## config.mk

```make
export PLATFORM = sky130hd
export DESIGN_NAME = bxf_back
export DESIGN_NICKNAME = d
export VERILOG_FILES = /design/src/hw/rtl/bxf_pkg.sv /design/src/hw/rtl/bxf_back.sv
export SDC_FILE = /design/constraint.sdc
export NUM_CORES = 1
export LEC_CHECK = 0
export BUFFER_PORTS_ARGS = -buffer_cell sky130_fd_sc_hd__clkbuf_2
export CORE_AREA = 2 2 124 126
export DETAILED_ROUTE_END_ITERATION = 10
export DIE_AREA = 0 0 126 128
export GPL_TIMING_DRIVEN = 1
export PLACE_DENSITY = 0.77
export SLEW_MARGIN = 20
export SYNTH_ARGS = -nofsm -noshare
export SYNTH_HDL_FRONTEND = slang
export SYNTH_SLANG_ARGS = --single-unit
```

## constraint.sdc

```tcl
create_clock -name clk -period 8.9 [get_ports clk]
set_input_delay 0.89 -clock clk [delete_from_list [all_inputs] [get_ports clk]]
set_output_delay 0.89 -clock clk [all_outputs]
set_load 0.01 [all_outputs]
```

## src/hw/rtl/bxf_pkg.sv

```systemverilog
// Package for the 5x5 box filter: widths, constants, register indexes and
// the record carried from the front end to the back end.
// No dependencies.
package bxf_pkg;

    // Field and register widths
    localparam int PIX_W     = 8;
    localparam int CFG_W     = 12;
    localparam int HEIGHT_W  = 12;
    localparam int CFG_IDX_W = 1;

    // Register indexes on the configuration port
    localparam logic [CFG_IDX_W-1:0] CFG_IMAGE_WIDTH  = 1'b0;
    localparam logic [CFG_IDX_W-1:0] CFG_IMAGE_HEIGHT = 1'b1;

    // Reset values and default sizes
    localparam int RESET_WIDTH   = 640;
    localparam int RESET_HEIGHT  = 480;
    localparam int MAX_WIDTH_DEF = 2048;
    localparam int QUEUE_DEPTH   = 4;

    // Window arithmetic: five pixels per column, 25 per window
    localparam int COLSUM_W = 11;
    localparam int WSUM_W   = 13;

    // floor(s / 25) == (s * 10486) >> 18 for every s below 43690
    localparam int                   RECIP_W     = 14;
    localparam logic [RECIP_W-1:0]   RECIP_25    = 14'd10486;
    localparam int                   RECIP_SHIFT = 18;
    localparam int                   PROD_W      = WSUM_W + RECIP_W;

    // One column of the window, classified by the front end
    typedef struct packed {
        logic [COLSUM_W-1:0] col_sum;  // sum of the five pixels of the new column
        logic [PIX_W-1:0]    mid;      // pixel on the middle row of the new column
        logic                emit;     // this transaction produces a result
        logic                interior; // result is the mean, else the centre pixel
        logic                last;     // result closes the frame
    } qent_t;

    // Front end status seen by the top level
    typedef struct packed {
        logic clearing;  // line store clearing pass after reset
        logic busy;      // output position being recomputed after a register write
    } front_stat_t;

endpackage

```

## src/hw/rtl/bxf_back.sv

```systemverilog
// Back end of the box filter: 5x5 window of column sums, divide by 25,
// border select and the output register.
// Depends on bxf_pkg.
module bxf_back (
    input  logic                      clk,
    input  logic                      rst_n,
    input  logic                      q_empty,
    input  bxf_pkg::qent_t            q_data,
    output logic                      q_pop,
    output logic                      out_valid,
    input  logic                      out_ready,
    output logic [bxf_pkg::PIX_W-1:0] out_pixel,
    output logic                      out_last
);

    localparam int PW  = bxf_pkg::PIX_W;
    localparam int CSW = bxf_pkg::COLSUM_W;
    localparam int SW  = bxf_pkg::WSUM_W;
    localparam int MW  = bxf_pkg::PROD_W;

    // Window state: five column sums, running total, middle pixels of the newest columns
    logic [CSW-1:0] cs_reg [5];
    logic [SW-1:0]  wsum_reg;
    logic [PW-1:0]  mid3_reg;
    logic [PW-1:0]  mid4_reg;
    logic [SW-1:0]  wsum_next;

    // Pipeline
    logic           en;
    logic           s1_valid_reg;
    logic [SW-1:0]  s1_sum_reg;
    logic [PW-1:0]  s1_mid_reg;
    logic           s1_int_reg;
    logic           s1_last_reg;
    logic           s2_valid_reg;
    logic [MW-1:0]  s2_prod_reg;
    logic [PW-1:0]  s2_mid_reg;
    logic           s2_int_reg;
    logic           s2_last_reg;
    logic           out_valid_reg;
    logic [PW-1:0]  out_pixel_reg;
    logic           out_last_reg;

    // Whole pipeline moves unless the output register is held
    assign en    = !out_valid_reg || out_ready;
    assign q_pop = en && !q_empty;

    assign wsum_next = wsum_reg - SW'(cs_reg[0]) + SW'(q_data.col_sum);

    // Window shift on every popped column
    always_ff @(posedge clk or negedge rst_n)
    begin
        if (!rst_n)
        begin
            for (int j = 0; j < 5; j++)
            begin
                cs_reg[j] <= '0;
            end
            wsum_reg <= '0;
            mid3_reg <= '0;
            mid4_reg <= '0;
        end
        else if (q_pop)
        begin
            for (int j = 0; j < 4; j++)
            begin
                cs_reg[j] <= cs_reg[j+1];
            end
            cs_reg[4] <= q_data.col_sum;
            wsum_reg  <= wsum_next;
            mid3_reg  <= mid4_reg;
            mid4_reg  <= q_data.mid;
        end
    end

    // Valid bits
    always_ff @(posedge clk or negedge rst_n)
    begin
        if (!rst_n)
        begin
            s1_valid_reg  <= 1'b0;
            s2_valid_reg  <= 1'b0;
            out_valid_reg <= 1'b0;
        end
        else if (en)
        begin
            s1_valid_reg  <= q_pop && q_data.emit;
            s2_valid_reg  <= s1_valid_reg;
            out_valid_reg <= s2_valid_reg;
        end
    end

    // Payload: window total, product with the reciprocal of 25, final select
    always_ff @(posedge clk)
    begin
        if (en)
        begin
            s1_sum_reg    <= wsum_next;
            s1_mid_reg    <= mid3_reg;
            s1_int_reg    <= q_data.interior;
            s1_last_reg   <= q_data.last;
            s2_prod_reg   <= MW'(s1_sum_reg) * MW'(bxf_pkg::RECIP_25);
            s2_mid_reg    <= s1_mid_reg;
            s2_int_reg    <= s1_int_reg;
            s2_last_reg   <= s1_last_reg;
            out_pixel_reg <= s2_int_reg ? s2_prod_reg[bxf_pkg::RECIP_SHIFT +: PW] : s2_mid_reg;
            out_last_reg  <= s2_last_reg;
        end
    end

    assign out_valid = out_valid_reg;
    assign out_pixel = out_pixel_reg;
    assign out_last  = out_last_reg;

endmodule

```

==> impl_metrics.json <==
{
  "drt-initial-drc-count": 149,
  "critPathRequiredTime_ns": 9.07,
  "globalplace.congestion": 0.839,
  "ff_latch_area_um2": 3680,
  "nFillCells": 1097,
  "path_cells": "ha_1 -> fa_1 -> fa_1 -> inv_1 -> fa_1 -> fa_1 -> inv_1 -> ha_1 -> a2111oi_2 -> o21ai_1 -> o211ai_2 -> o211ai_2 -> a211o_2 -> a21oi_1 -> xnor2_1",
  "multi_input_area_um2": 4430,
  "period_minus_slack_ns": 5.22,
  "synthAdderAreaFrac_pct": 30.2,
  "fmax_mhz": 191,
  "synth_area_per_cell_um2": 12.8,
  "maxSlewViolCount": 0,
  "area_delta_synth_final_pct": 11.2,
  "final_common_cell": "inv_1",
  "io_pins": 37,
  "synthXorXnorAreaFrac_pct": 2.41,
  "cts-root-buf": "clkbuf_16",
  "cts.htree.levels": 4,
  "ctsHoldBuffers": 0,
  "yosysSeqAreaShare_pct": 42.2,
  "dp_hpwl_mm": 10.7,
  "relSlewSlack_pct": 34.1,
  "portBuffers": 36,
  "cpMaxStageDelayCell": "edfxtp_1",
  "grt_max_degree": 61,
  "status": "completed",
  "die-area_um2": 16100,
  "worstPathMaxFanout": 7,
  "wl_mm": 13.9,
  "synth-async-reset-ratio_pct": 63.5,
  "viasPerCell": 5.18,
  "largest_reg_flops": 55,
  "crit_top_cell": "fa_1",
  "hold_viol": 0,
  "die_y_um": 128,
  "utilization_pct": 65.1,
  "yosys.area.top_type_share_pct": 25.0,
  "hp-class": "primary input to async pin",
  "post_cts_buffers": 0,
  "rsz0062_at_grt": "no",
  "cts.sinks": 137,
  "pre_cts_ws_ns": 3.64,
  "clock_path_buffers": 2,
  "finalClockSkew_ns": 0.00527,
  "worstSetupEndpointType": "flop",
  "synth_edf_count": 50,
  "drt_pre_antenna_iters": 4,
  "critPathLaunchType": "flop",
  "clkTransAtPathRegs_ns": 0.06,
  "clk_latency_ns": 0.42,
  "core_area_um2": 14900,
  "synth-compound-area-share_pct": 4.34,
  "worst_pin_slew_ns": 0.987,
  "synth_nets": 876,
  "yosys-top-cells-area": "dfrtp_1 (25%), edfxtp_1 (17%), fa_1 (15%)",
  "synthMuxAreaShare_pct": 11.1,
  "yosysTopAreaCell": "dfrtp_1",
  "ys_warn_count": 0,
  "grt_usage_pct": 19.6,
  "die_w_um": 126,
  "grt_pass1_vias": 5428,
  "overflow": 0,
  "finalCritPeriodShare_pct": 58.7,
  "tns_ns": 0,
  "setup_violations": 0,
  "layout_common_cells": "inv_1 (150), ha_1 (103), dfrtp_1 (87)",
  "initial_utilization_pct": 58.6,
  "post_cts_resized": 0,
  "drv_cap": 0,
  "ys_seq_elements": 137,
  "antenna_cells": 0,
  "cpPeakStageDelay_ns": 0.57,
  "numCtsBuffers": 17,
  "num_vias": 4805,
  "synth.distinct_cells": 38,
  "grt_first_pass_wirelength_mm": 24.9,
  "wire_per_inst_um": 15.0,
  "synthesis.instances": 680,
  "setup.worst_path.class": "flop to flop",
  "ant_nets": 0,
  "route.detailed.drc": 0,
  "ys.flop_type": "dfrtp_1",
  "synth_area_um2": 8710,
  "tritoncts": "done",
  "worst_slack_ns": 3.68,
  "drive_gt1_share_pct": 22.3,
  "rows": 45,
  "synth_top_family_by_area": "adder cells",
  "fin_nets": 923,
  "synth-simple-area-share_pct": 2.70,
  "cp.arrival_ns": 5.39,
  "antenna_found_initial": 0
}
## metal layers
| metal | global-route usage, % | wire (um) |
|---|---|---|
| met5 | 0 | 0 |
| met4 | 7.11 | 239 |
| met3 | 4.67 | 393 |
| met2 | 32.9 | 7050 |
| met1 | 25.1 | 6200 |
## cell type report
class	count	area share, %
flip-flops and latches	137	38.0
inverters	150	5.81
multi-input cells	382	45.8
well taps	188	2.43
repair buffers	39	2.12
clock buffers	23	5.27
clock inverters	9	0.620
## cell families after synthesis
logic type / after synthesis
multiplexers: 86
AND/OR/NAND/NOR: 46
XOR/XNOR: 24
adder cells (fa/ha/maj): 170
AO/OA/AOI/OAI: 56
buffers and inverters: 161
flip-flops: 137
## metrics by stage
stage | cell area, um^2 | instances | hold slack (ns)
2_1_floorplan | 8710 | 680 | 0.400
3_3_place_gp | 9110 | 896 | 0.401
5_1_grt | 9680 | 928 | 0.393
4_1_cts | 9680 | 928 | 0.372
6_report | 9680 | 928 | 0.375
3_5_place_dp | 9110 | 896 | 0.405
## Yosys cell counts, types with 7 or more instances
library cell	count
inv_1	150
ha_1	103
dfrtp_1	87
mux2_2	85
fa_1	67
edfxtp_1	50
a21oi_1	20
xnor2_1	18
o21ai_0	15
nand2_1	13
nor2_1	9
o21a_1	7
## worst max-delay path, delay by kind of cell (launching register included)
kind            cells  cell delay (ns)
xor+xnor            1             0.09
flops               1             0.57
fa+ha+maj           6             2.73
compound gates      6             1.48
buf+inv             2             0.09
## final timing paths
path	from	endpoint	slack (ns)	depth (start not counted)
hold / removal	rst_n	cs_reg[21]$_DFFE_PN0P_	0.38	1
hold reg to reg	s1_int_reg$_DFFE_PN_	s2_int_reg$_DFFE_PN_	0.42	0
min in group clk	s1_int_reg$_DFFE_PN_	s2_int_reg$_DFFE_PN_	0.42	0
setup reg to reg	s1_sum_reg[10]$_DFFE_PN_	s2_prod_reg[24]$_DFFE_PN_	3.68	15
max in group asynchronous	rst_n	wsum_reg[1]$_DFFE_PN0P_	7.47	2
setup / recovery	s1_sum_reg[10]$_DFFE_PN_	s2_prod_reg[24]$_DFFE_PN_	3.68	15
Power is not shown: default switching activity piles up to over one toggle a cycle in this logic, so the estimate is an artifact.
