<file path="config.mk">
export PLATFORM = sky130hd
export DESIGN_NAME = bxf_queue
export DESIGN_NICKNAME = d
export VERILOG_FILES = /design/src/hw/rtl/bxf_pkg.sv /design/src/hw/rtl/bxf_queue.sv
export SDC_FILE = /design/constraint.sdc
export NUM_CORES = 1
export LEC_CHECK = 0
export BUFFER_PORTS_ARGS = -buffer_cell sky130_fd_sc_hd__buf_2
export CAP_MARGIN = 40
export CORE_MARGIN = 1
export CORE_UTILIZATION = 30
export CTS_CLUSTER_DIAMETER = 80
export DETAILED_ROUTE_END_ITERATION = 10
export GPL_ROUTABILITY_DRIVEN = 0
export PLACE_DENSITY = 0.45
export SLEW_MARGIN = 0
export SYNTH_ARGS = -nofsm -noshare
export SYNTH_HDL_FRONTEND = slang
export SYNTH_SLANG_ARGS = --single-unit
</file>
<file path="constraint.sdc">
create_clock -name clk -period 3.9 [get_ports clk]
set_input_delay 0.585 -clock clk [delete_from_list [all_inputs] [get_ports clk]]
set_output_delay 0.585 -clock clk [all_outputs]
set_load 0.02 [all_outputs]
</file>
<file path="src/hw/rtl/bxf_pkg.sv">
// Package for the 5x5 box filter: widths, constants, register indexes and
// the record carried from the front end to the back end.
// No dependencies.
package bxf_pkg;

    // Field and register widths
    localparam int PIX_W     = 8;
    localparam int CFG_W     = 12;
    localparam int HEIGHT_W  = 12;
    localparam int CFG_IDX_W = 1;

    // Register indexes on the configuration port
    localparam logic [CFG_IDX_W-1:0] CFG_IMAGE_WIDTH  = 1'b0;
    localparam logic [CFG_IDX_W-1:0] CFG_IMAGE_HEIGHT = 1'b1;

    // Reset values and default sizes
    localparam int RESET_WIDTH   = 640;
    localparam int RESET_HEIGHT  = 480;
    localparam int MAX_WIDTH_DEF = 2048;
    localparam int QUEUE_DEPTH   = 4;

    // Window arithmetic: five pixels per column, 25 per window
    localparam int COLSUM_W = 11;
    localparam int WSUM_W   = 13;

    // floor(s / 25) == (s * 10486) >> 18 for every s below 43690
    localparam int                   RECIP_W     = 14;
    localparam logic [RECIP_W-1:0]   RECIP_25    = 14'd10486;
    localparam int                   RECIP_SHIFT = 18;
    localparam int                   PROD_W      = WSUM_W + RECIP_W;

    // One column of the window, classified by the front end
    typedef struct packed {
        logic [COLSUM_W-1:0] col_sum;  // sum of the five pixels of the new column
        logic [PIX_W-1:0]    mid;      // pixel on the middle row of the new column
        logic                emit;     // this transaction produces a result
        logic                interior; // result is the mean, else the centre pixel
        logic                last;     // result closes the frame
    } qent_t;

    // Front end status seen by the top level
    typedef struct packed {
        logic clearing;  // line store clearing pass after reset
        logic busy;      // output position being recomputed after a register write
    } front_stat_t;

endpackage

</file>
<file path="src/hw/rtl/bxf_queue.sv">
// Short FIFO between the front end and the back end of the box filter.
// Depends on bxf_pkg (entry type).
module bxf_queue #(
    parameter int DEPTH = bxf_pkg::QUEUE_DEPTH
) (
    input  logic                       clk,
    input  logic                       rst_n,
    input  logic                       push,
    input  bxf_pkg::qent_t             push_data,
    input  logic                       pop,
    output bxf_pkg::qent_t             pop_data,
    output logic                       empty,
    output logic [$clog2(DEPTH+1)-1:0] count
);

    localparam int PW = (DEPTH > 1) ? $clog2(DEPTH) : 1;
    localparam int CNTW = $clog2(DEPTH+1);

    bxf_pkg::qent_t  slot_reg [DEPTH];
    logic [PW-1:0]   head_reg;
    logic [PW-1:0]   tail_reg;
    logic [CNTW-1:0] count_reg;
    logic [PW-1:0]   head_next;
    logic [PW-1:0]   tail_next;
    logic [CNTW-1:0] count_next;

    // Pointer and count updates
    always_comb
    begin
        head_next  = head_reg;
        tail_next  = tail_reg;
        count_next = count_reg;
        if (push)
        begin
            tail_next = (tail_reg == PW'(DEPTH-1)) ? '0 : tail_reg + PW'(1);
        end
        if (pop)
        begin
            head_next = (head_reg == PW'(DEPTH-1)) ? '0 : head_reg + PW'(1);
        end
        if (push && !pop)
        begin
            count_next = count_reg + CNTW'(1);
        end
        else if (pop && !push)
        begin
            count_next = count_reg - CNTW'(1);
        end
    end

    always_ff @(posedge clk or negedge rst_n)
    begin
        if (!rst_n)
        begin
            head_reg  <= '0;
            tail_reg  <= '0;
            count_reg <= '0;
        end
        else
        begin
            head_reg  <= head_next;
            tail_reg  <= tail_next;
            count_reg <= count_next;
        end
    end

    // Entry storage
    always_ff @(posedge clk)
    begin
        if (push)
        begin
            slot_reg[tail_reg] <= push_data;
        end
    end

    assign pop_data = slot_reg[head_reg];
    assign empty    = (count_reg == '0);
    assign count    = count_reg;

endmodule

</file>
==> results of run 1 <==
[final cells by class]
class / count / area [sq um] / share of cell area
Inverter: 4 / 15.0 / 0.00347
Clock buffer: 9 / 225 / 0.0521
Multi-Input combinational cell: 47 / 724 / 0.167
Sequential cell: 95 / 2820 / 0.652
Tap cell: 143 / 179 / 0.0414
Clock inverter: 7 / 56.3 / 0.0130
Timing Repair Buffer: 57 / 308 / 0.0711
[logic make-up after synthesis]
| kind of cell | share of synthesized area |
|---|---|
| flip-flops | 0.779 |
| multiplexers | 0.150 |
| AND/OR/NAND/NOR | 0.0135 |
| buffers and inverters | 0.0211 |
| adder cells (fa/ha/maj) | 0.0263 |
| XOR/XNOR | 0.00726 |
| AO/OA/AOI/OAI | 0.00277 |
[stage by stage]
stage	worst slack (ns)	hold WS (ns)
floorplan	2.12	0.289
global placement	1.56	0.432
detailed placement	1.53	0.435
CTS	1.17	0.0663
global route	1.11	0.0677
finish	1.26	0.0762
[report_power, final]
part / switching [uW] / internal (uW)
clock network: 368 / 438
registers: 140 / 1320
logic: 520 / 420
total: 1030 / 2170
[metal layers]
layer,up-vias,track usage
met1,834,0.142
met2,54,0.164
li1,747,-
met4,0,0.0297
met5,-,0
met3,7,0.0414
[worst max-delay path, delay by kind of cell (launching register included)]
family | cells | cell delay [ns]
buffers and inverters | 1 | 0.18
multiplexers | 1 | 0.65
flip-flops | 1 | 0.90
[Yosys cell counts (all sizes together) (2+ instances only)]
library cell,count,area [sq um]
mux2,3,33.8
mux4,22,510
dfrtp,7,175
nor2,3,11.3
and2,4,25.0
edfxtp,88,2640
buf,5,61.3
ha,6,75.1
o21ai,2,10.0
inv,4,15.0
xor2,2,17.5
nand2,2,7.51
[how the worst max path moves through the flow]
stage,slack (ns),cells past startpoint,endpoint,from
6_report,1.26,2,pop_data[19],head_reg[0]
3_3_place_gp,1.56,2,pop_data[19],head_reg[0]
5_1_grt,1.11,2,pop_data[19],head_reg[0]
3_5_place_dp,1.53,2,pop_data[19],head_reg[0]
2_1_floorplan,2.12,3,pop_data[10],head_reg[0]
4_1_cts,1.17,2,pop_data[19],head_reg[0]
==> reports/results.md, run 1 <==
| Metric | Reported | Unit |
| --- | --- | --- |
| Worst-margin pin slew | 0.817 | ns |
| Finished Layout Cells | 362 | - |
| Number of nets in the layout | 247 | - |
| Die Footprint | 12500 | sq um |
| Via count of the first global-routing pass | 1695 | - |
| Post-route minimum period | 2.64 | ns |
| Maximum Capacitance Violations | 0 | - |
| Detail-routed via count per cell | 4.54 | - |
| Number of port buffers | 51 | - |
| Number of DRC markers after the initial detailed-route iteration | 81 | - |
| Synthesized net count | 184 | - |
| CP Data Required Time | 3.31 | ns |
| Crit path max-delay cell type | dfrtp_2 | - |
| Clock-pin transition on the worst setup and hold timing paths | 0.07 | ns |
| Number of different library cells in the post-synthesis netlist | 18 | - |
| Effective utilization at floorplan | 0.313 | - |
| Worst skew pair latency | 0.33 | ns |
| Flip-flop count of the largest register after layout | 88 | - |
| Synthesis-to-layout area growth | 19.6 | % |
| Total congestion overflow after global routing | 0 | - |
| Crit-path cells | mux4_1, buf_2 | - |
| Fin Clk Skew | 0.00941 | ns |
| Count of clock tree sinks | 95 | - |
| Static leakage | 0.00153 | uW |
| I/O pin cnt | 52 | - |
| Critical Path AT | 2.06 | ns |
| Final Cell Area | 4330 | sq um |
| Worst r2r dst | slot_reg[2][11] | - |
| Run status | finished with violations | - |
| Share of synthesized flip-flops with an asynchronous set or reset | 0.0737 | - |
| Slowest Stage Delay on Critical Path | 0.90 | ns |
| M1 wire length | 3040 | um |
| Synthesized instance count | 151 | - |
| Total count of max-transition violations in the final report | 0 | - |
| Number of placement rows | 39 | - |
| Most used flip-flop cell after synthesis | edfxtp_1 | - |
| Highest metal layer with signal wires | met4 | - |
| Utilization after layout | 0.374 | - |
| Largest net degree at the start of global routing | 26 | - |
| Total via count after detailed routing | 1642 | - |
| Total Neg Setup Slack | 0 | ns |
| Worst setup slack for register-to-register paths | 2.19 | ns |
| Post-Syn Area per Cell | 24.0 | sq um |
| Critical Path Start Type | flop | - |
| Total Power Consumption | 3200 | uW |
| Worst-case reg-to-reg path depth | 5 | - |
| Maximum operating frequency | 0.378 | GHz |
| Number of placed instances with taps included | 346 | - |
| Number of H-tree branching levels | 3 | - |
| Number of failing setup endpoints in the final timing report | 0 | - |
| Number of enable-type register cells in the synthesized netlist | 88 | - |
| DPL Wire Length | 3950 | um |
| Total global routing track utilization | 0.107 | - |
| Areal power density over the cells | 740 | nW/um^2 |
| Total wire length after detailed routing | 6250 | um |
| Root Driver | clkbuf_16 | - |
| Yosys warns | 0 | - |
| ANT cells | 0 | - |
| Gates resized, CTS repair | 0 | - |
| Count of fill cells added during filler insertion | 1048 | - |
| Remaining design rule violation count | 5 | - |
| Met3 wire length | 362 | um |
| Die boundary width | 112 | um |
| Most frequent cells in the layout | edfxtp_1 (88), buf_2 (51), mux4_2 (18), clkbuf_16 (9) | - |
| Setup repair bufs after CTS | 0 | - |
| Crit. End Element | output pin | - |
| Clock buffer count from CTS | 9 | - |
| Buffer depth of the longest clock path | 2 | - |
| Routed length on met2 | 2800 | um |
| Share of the yosys chip area belonging to registers | 0.779 | - |
| Final hold violations | 0 | - |
| Violations in the final reports | design-rule violations | - |
| Setup repair after global routing missed its margin | false | - |
| Wire length of the first global-routing pass | 9650 | um |
| Worst-path maximum fanout | 25 | - |
| #FFs+latches synth | 95 | - |
| Netlist area before placement | 3620 | sq um |
| Average wire length per cell after detail routing | 17.3 | um |
| Hold Buf Count CTS | 0 | - |
| Fraction of layout instances using a drive strength above 1 | 0.434 | - |
| Vertical extent of the die | 112 | um |
| Commonest non-fill, non-tap cell in the layout | edfxtp_1 | - |
| Count of TritonRoute iterations in the first routing pass | 7 | - |
| Maximum ir drop on the vdd rail | 362 | uV |
| CTS tree | done | - |
| Crit path kind | flop to output pin | - |
| Antenna Nets Post-Route | 0 | - |
| Antenna violations before repair | 0 | - |
| Startpoint of the worst register-to-register path | tail_reg[0] | - |
| Max transition margin | 0.455 | - |
| Final cycle utilization of the critical path | 0.677 | - |
| Area of the core region | 11600 | sq um |
| Area after DPL | 4050 | sq um |
| Worst Hold Class | input pin to asynchronous set/reset pin | - |
Power figures use the tool's default switching activity.
==> run 2, diff against run 1 <==
- clock period: 3.9 -> 2.45 ns (I/O delays scaled with it)
==> reports/results.md, run 2 (synthesis gave the netlist of run 1 again) <==
| Metric | Reported | Unit | Change |
| --- | --- | --- | --- |
| Run status | finished with violations | - | unchanged |
| Violations in the final reports | design-rule violations | - | unchanged |
| Number of placement rows | 39 | - | unchanged |
| Top delay family on crit path | multiplexers | - | was flip-flops |
| Max transition margin | 0.787 | - | was 0.455 |
| Min-Delay Startpoint | push_data[4] | - |  |
| ANT cells | 0 | - | unchanged |
| Count of clock tree sinks | 95 | - | unchanged |
| Switching part of the total power | 0.302 | - | was 0.321 |
| Total wire length after detailed routing | 6490 | um | was 6250 um |
| Root Driver | clkbuf_16 | - | unchanged |
| Antenna Nets Post-Route | 0 | - | unchanged |
| Vertical extent of the die | 112 | um | unchanged |
| Clock network power share | 0.271 | - | was 0.252 |
| Total Neg Setup Slack | 0 | ns | unchanged |
| Number of H-tree branching levels | 3 | - | unchanged |
| Largest net degree at the start of global routing | 16 | - | was 26 |
| Maximum ir drop on the vdd rail | 485 | uV | was 362 uV |
| Worst-margin pin slew | 0.320 | ns | was 0.817 ns |
| Worst skew pair latency | 0.34 | ns | was 0.33 ns |
| Clock buffer count from CTS | 9 | - | unchanged |
| Total via count after detailed routing | 1686 | - | was 1642 |
| Total global routing track utilization | 0.117 | - | was 0.107 |
| Via count of the first global-routing pass | 1859 | - | was 1695 |
| Hold Buf Count CTS | 1 | - | was 0 |
| Gates resized, CTS repair | 0 | - | unchanged |
| Commonest non-fill, non-tap cell in the layout | edfxtp_1 | - | unchanged |
| Worst Hold End | slot_reg[2][4] | - |  |
| Total congestion overflow after global routing | 0 | - | unchanged |
| Buffer depth of the longest clock path | 2 | - | unchanged |
| Portion of total power attributed to sequential cells | 0.415 | - | was 0.455 |
| Setup repair after global routing missed its margin | false | - | unchanged |
| Worst hold margin | 0.241 | ns | was 0.0762 ns |
| Antenna violations before repair | 0 | - | unchanged |
| Clock-pin transition on the worst setup and hold timing paths | 0.06 | ns | was 0.07 ns |
| Internal Dissipation | 3690 | uW | was 2170 uW |
| Crit path buf inv count | 2 | - | was 1 |
| Die boundary width | 112 | um | unchanged |
| Worst r2r dst | count[2] | - | was slot_reg[2][11] |
| Number of failing setup endpoints in the final timing report | 0 | - | unchanged |
| Psw | 1600 | uW | was 1030 uW |
| Detail-routed via count per cell | 4.58 | - | was 4.54 |
| Fraction of layout instances using a drive strength above 1 | 0.431 | - | was 0.434 |
| Utilization after layout | 0.380 | - | was 0.374 |
| Maximum operating frequency | 0.466 | GHz |  |
| Critical Path Start Type | flop | - | unchanged |
| DPL Wire Length | 4170 | um | was 3950 um |
| Worst Hold Class | input pin to flop | - | was input pin to asynchronous set/reset pin |
| Static leakage | 0.00157 | uW | was 0.00153 uW |
| Crit path kind | flop to output pin | - | unchanged |
| Area of the core region | 11600 | sq um | unchanged |
| Crit. End Element | output pin | - | unchanged |
| Crit-path cells | buf_4, mux4_1, buf_2 | - | was mux4_1, buf_2 |
| Final hold violations | 0 | - | unchanged |
| Flip-flop count of the largest register after layout | 88 | - | unchanged |
| Worst-case reg-to-reg path depth | 4 | - | was 5 |
| I/O pin cnt | 52 | - | unchanged |
| Cell count of the worst hold path | 1 | - |  |
| Count of fill cells added during filler insertion | 1079 | - | was 1048 |
| Slowest Stage Delay on Critical Path | 0.60 | ns | was 0.90 ns |
| Die Footprint | 12500 | sq um | unchanged |
| CP Data Required Time | 2.08 | ns | was 3.31 ns |
| Number of DRC markers after the initial detailed-route iteration | 79 | - | was 81 |
| Combinational Power Share | 0.315 | - | was 0.294 |
| Most frequent cells in the layout | edfxtp_1 (88), buf_2 (51), mux4_2 (18), buf_4 (12), clkbuf_16 (9) | - | was edfxtp_1 (88), buf_2 (51), mux4_2 (18), clkbuf_16 (9) |
| Critical Path AT | 1.78 | ns | was 2.06 ns |
| Worst setup slack for register-to-register paths | 1.05 | ns | was 2.19 ns |
| Post-route minimum period | 2.14 | ns |  |
| Maximum Capacitance Violations | 0 | - | unchanged |
| Worst-path maximum fanout | 15 | - | was 25 |
| Fin Clk Skew | 0.00262 | ns | was 0.00941 ns |
| Synthesis-to-layout area growth | 21.5 | % | was 19.6% |
| Crit path max-delay cell type | mux4_1 | - | was dfrtp_2 |
| Count of TritonRoute iterations in the first routing pass | 7 | - | unchanged |
| Number of nets in the layout | 254 | - | was 247 |
| Number of port buffers | 51 | - | unchanged |
| CTS tree | done | - | unchanged |
| Startpoint of the worst register-to-register path | count[0] | - | was tail_reg[0] |
| Wire length of the first global-routing pass | 10400 | um | was 9650 um |
| Areal power density over the cells | 1200 | nW/um^2 | was 740 nW/um^2 |
| Final cycle utilization of the critical path | 0.875 | - |  |
| Effective utilization at floorplan | 0.313 | - | unchanged |
| Setup repair bufs after CTS | 0 | - | unchanged |
| Total count of max-transition violations in the final report | 0 | - | unchanged |
| Remaining design rule violation count | 6 | - | was 5 |
| Average wire length per cell after detail routing | 17.6 | um | was 17.3 um |
==> run 2: cell count changes in the layout (fill, tap and decap cells not counted), moves of 2 or more <==
cell / before / now
buf_4: 5 / 12
bufinv_16: 0 / 2
clkbuf_1: 0 / 2
clkinvlp_4: 3 / 1
==> run 2: metrics by stage <==
stage | cells | power, uW | cell area (sq um) | setup WS, ns
after global placement | 352 | 3930 | 4080 | 0.646
after CTS | 368 | 5410 | 4400 | 0.252
after floorplan | 151 | 3430 | 3620 | 0.886
final | 368 | 5290 | 4400 | 0.305
after detailed placement | 352 | 3940 | 4080 | 0.633
after global routing | 368 | 5580 | 4400 | 0.203
==> run 2: worst register-to-register path: stages (launching register included) <==
cell and delay, ns:
dfrtp_1 0.45, fa_1 0.45, xor2_1 0.15, nor2_1 0.11
xor2_1 0.17
==> run 2: layer usage <==
| metal | vias up | share of wire | GRT usage |
|---|---|---|---|
| met5 | - | 0 | 0 |
| met4 | 0 | 0.016 | 0.0432 |
| met3 | 9 | 0.066 | 0.0501 |
| met2 | 48 | 0.46 | 0.179 |
| met1 | 869 | 0.45 | 0.148 |
| li1 | 760 | - | - |
==> run 2: cell type report <==
class	count	area, sq um	area share
flip-flops and latches	95	2820	0.641
multi-input cells	47	724	0.165
repair buffers	64	355	0.0808
clock buffers	11	233	0.0529
well taps	143	179	0.0407
clock inverters	4	71.3	0.0162
inverters	4	15.0	0.00341
==> run 2: power groups by stage <==
| stage | Sequential [uW] | Combinational [uW] | Clock, uW |
|---|---|---|---|
| after floorplan | 2240 | 1190 | 0 |
| after global placement | 2230 | 1700 | 0 |
| after detailed placement | 2230 | 1710 | 0 |
| after CTS | 2200 | 1720 | 1480 |
| after global routing | 2220 | 1820 | 1540 |
| final | 2190 | 1660 | 1430 |
==> run 2: how the worst max path moves through the flow <==
stage                start              to  cells after the start
6_report       head_reg[0]    pop_data[11]                      3
2_1_floorplan  tail_reg[0]  slot_reg[2][0]                      3
5_1_grt        head_reg[0]     pop_data[8]                      3
3_5_place_dp   head_reg[0]     pop_data[8]                      3
3_3_place_gp   head_reg[0]     pop_data[8]                      3
4_1_cts        head_reg[0]     pop_data[8]                      3
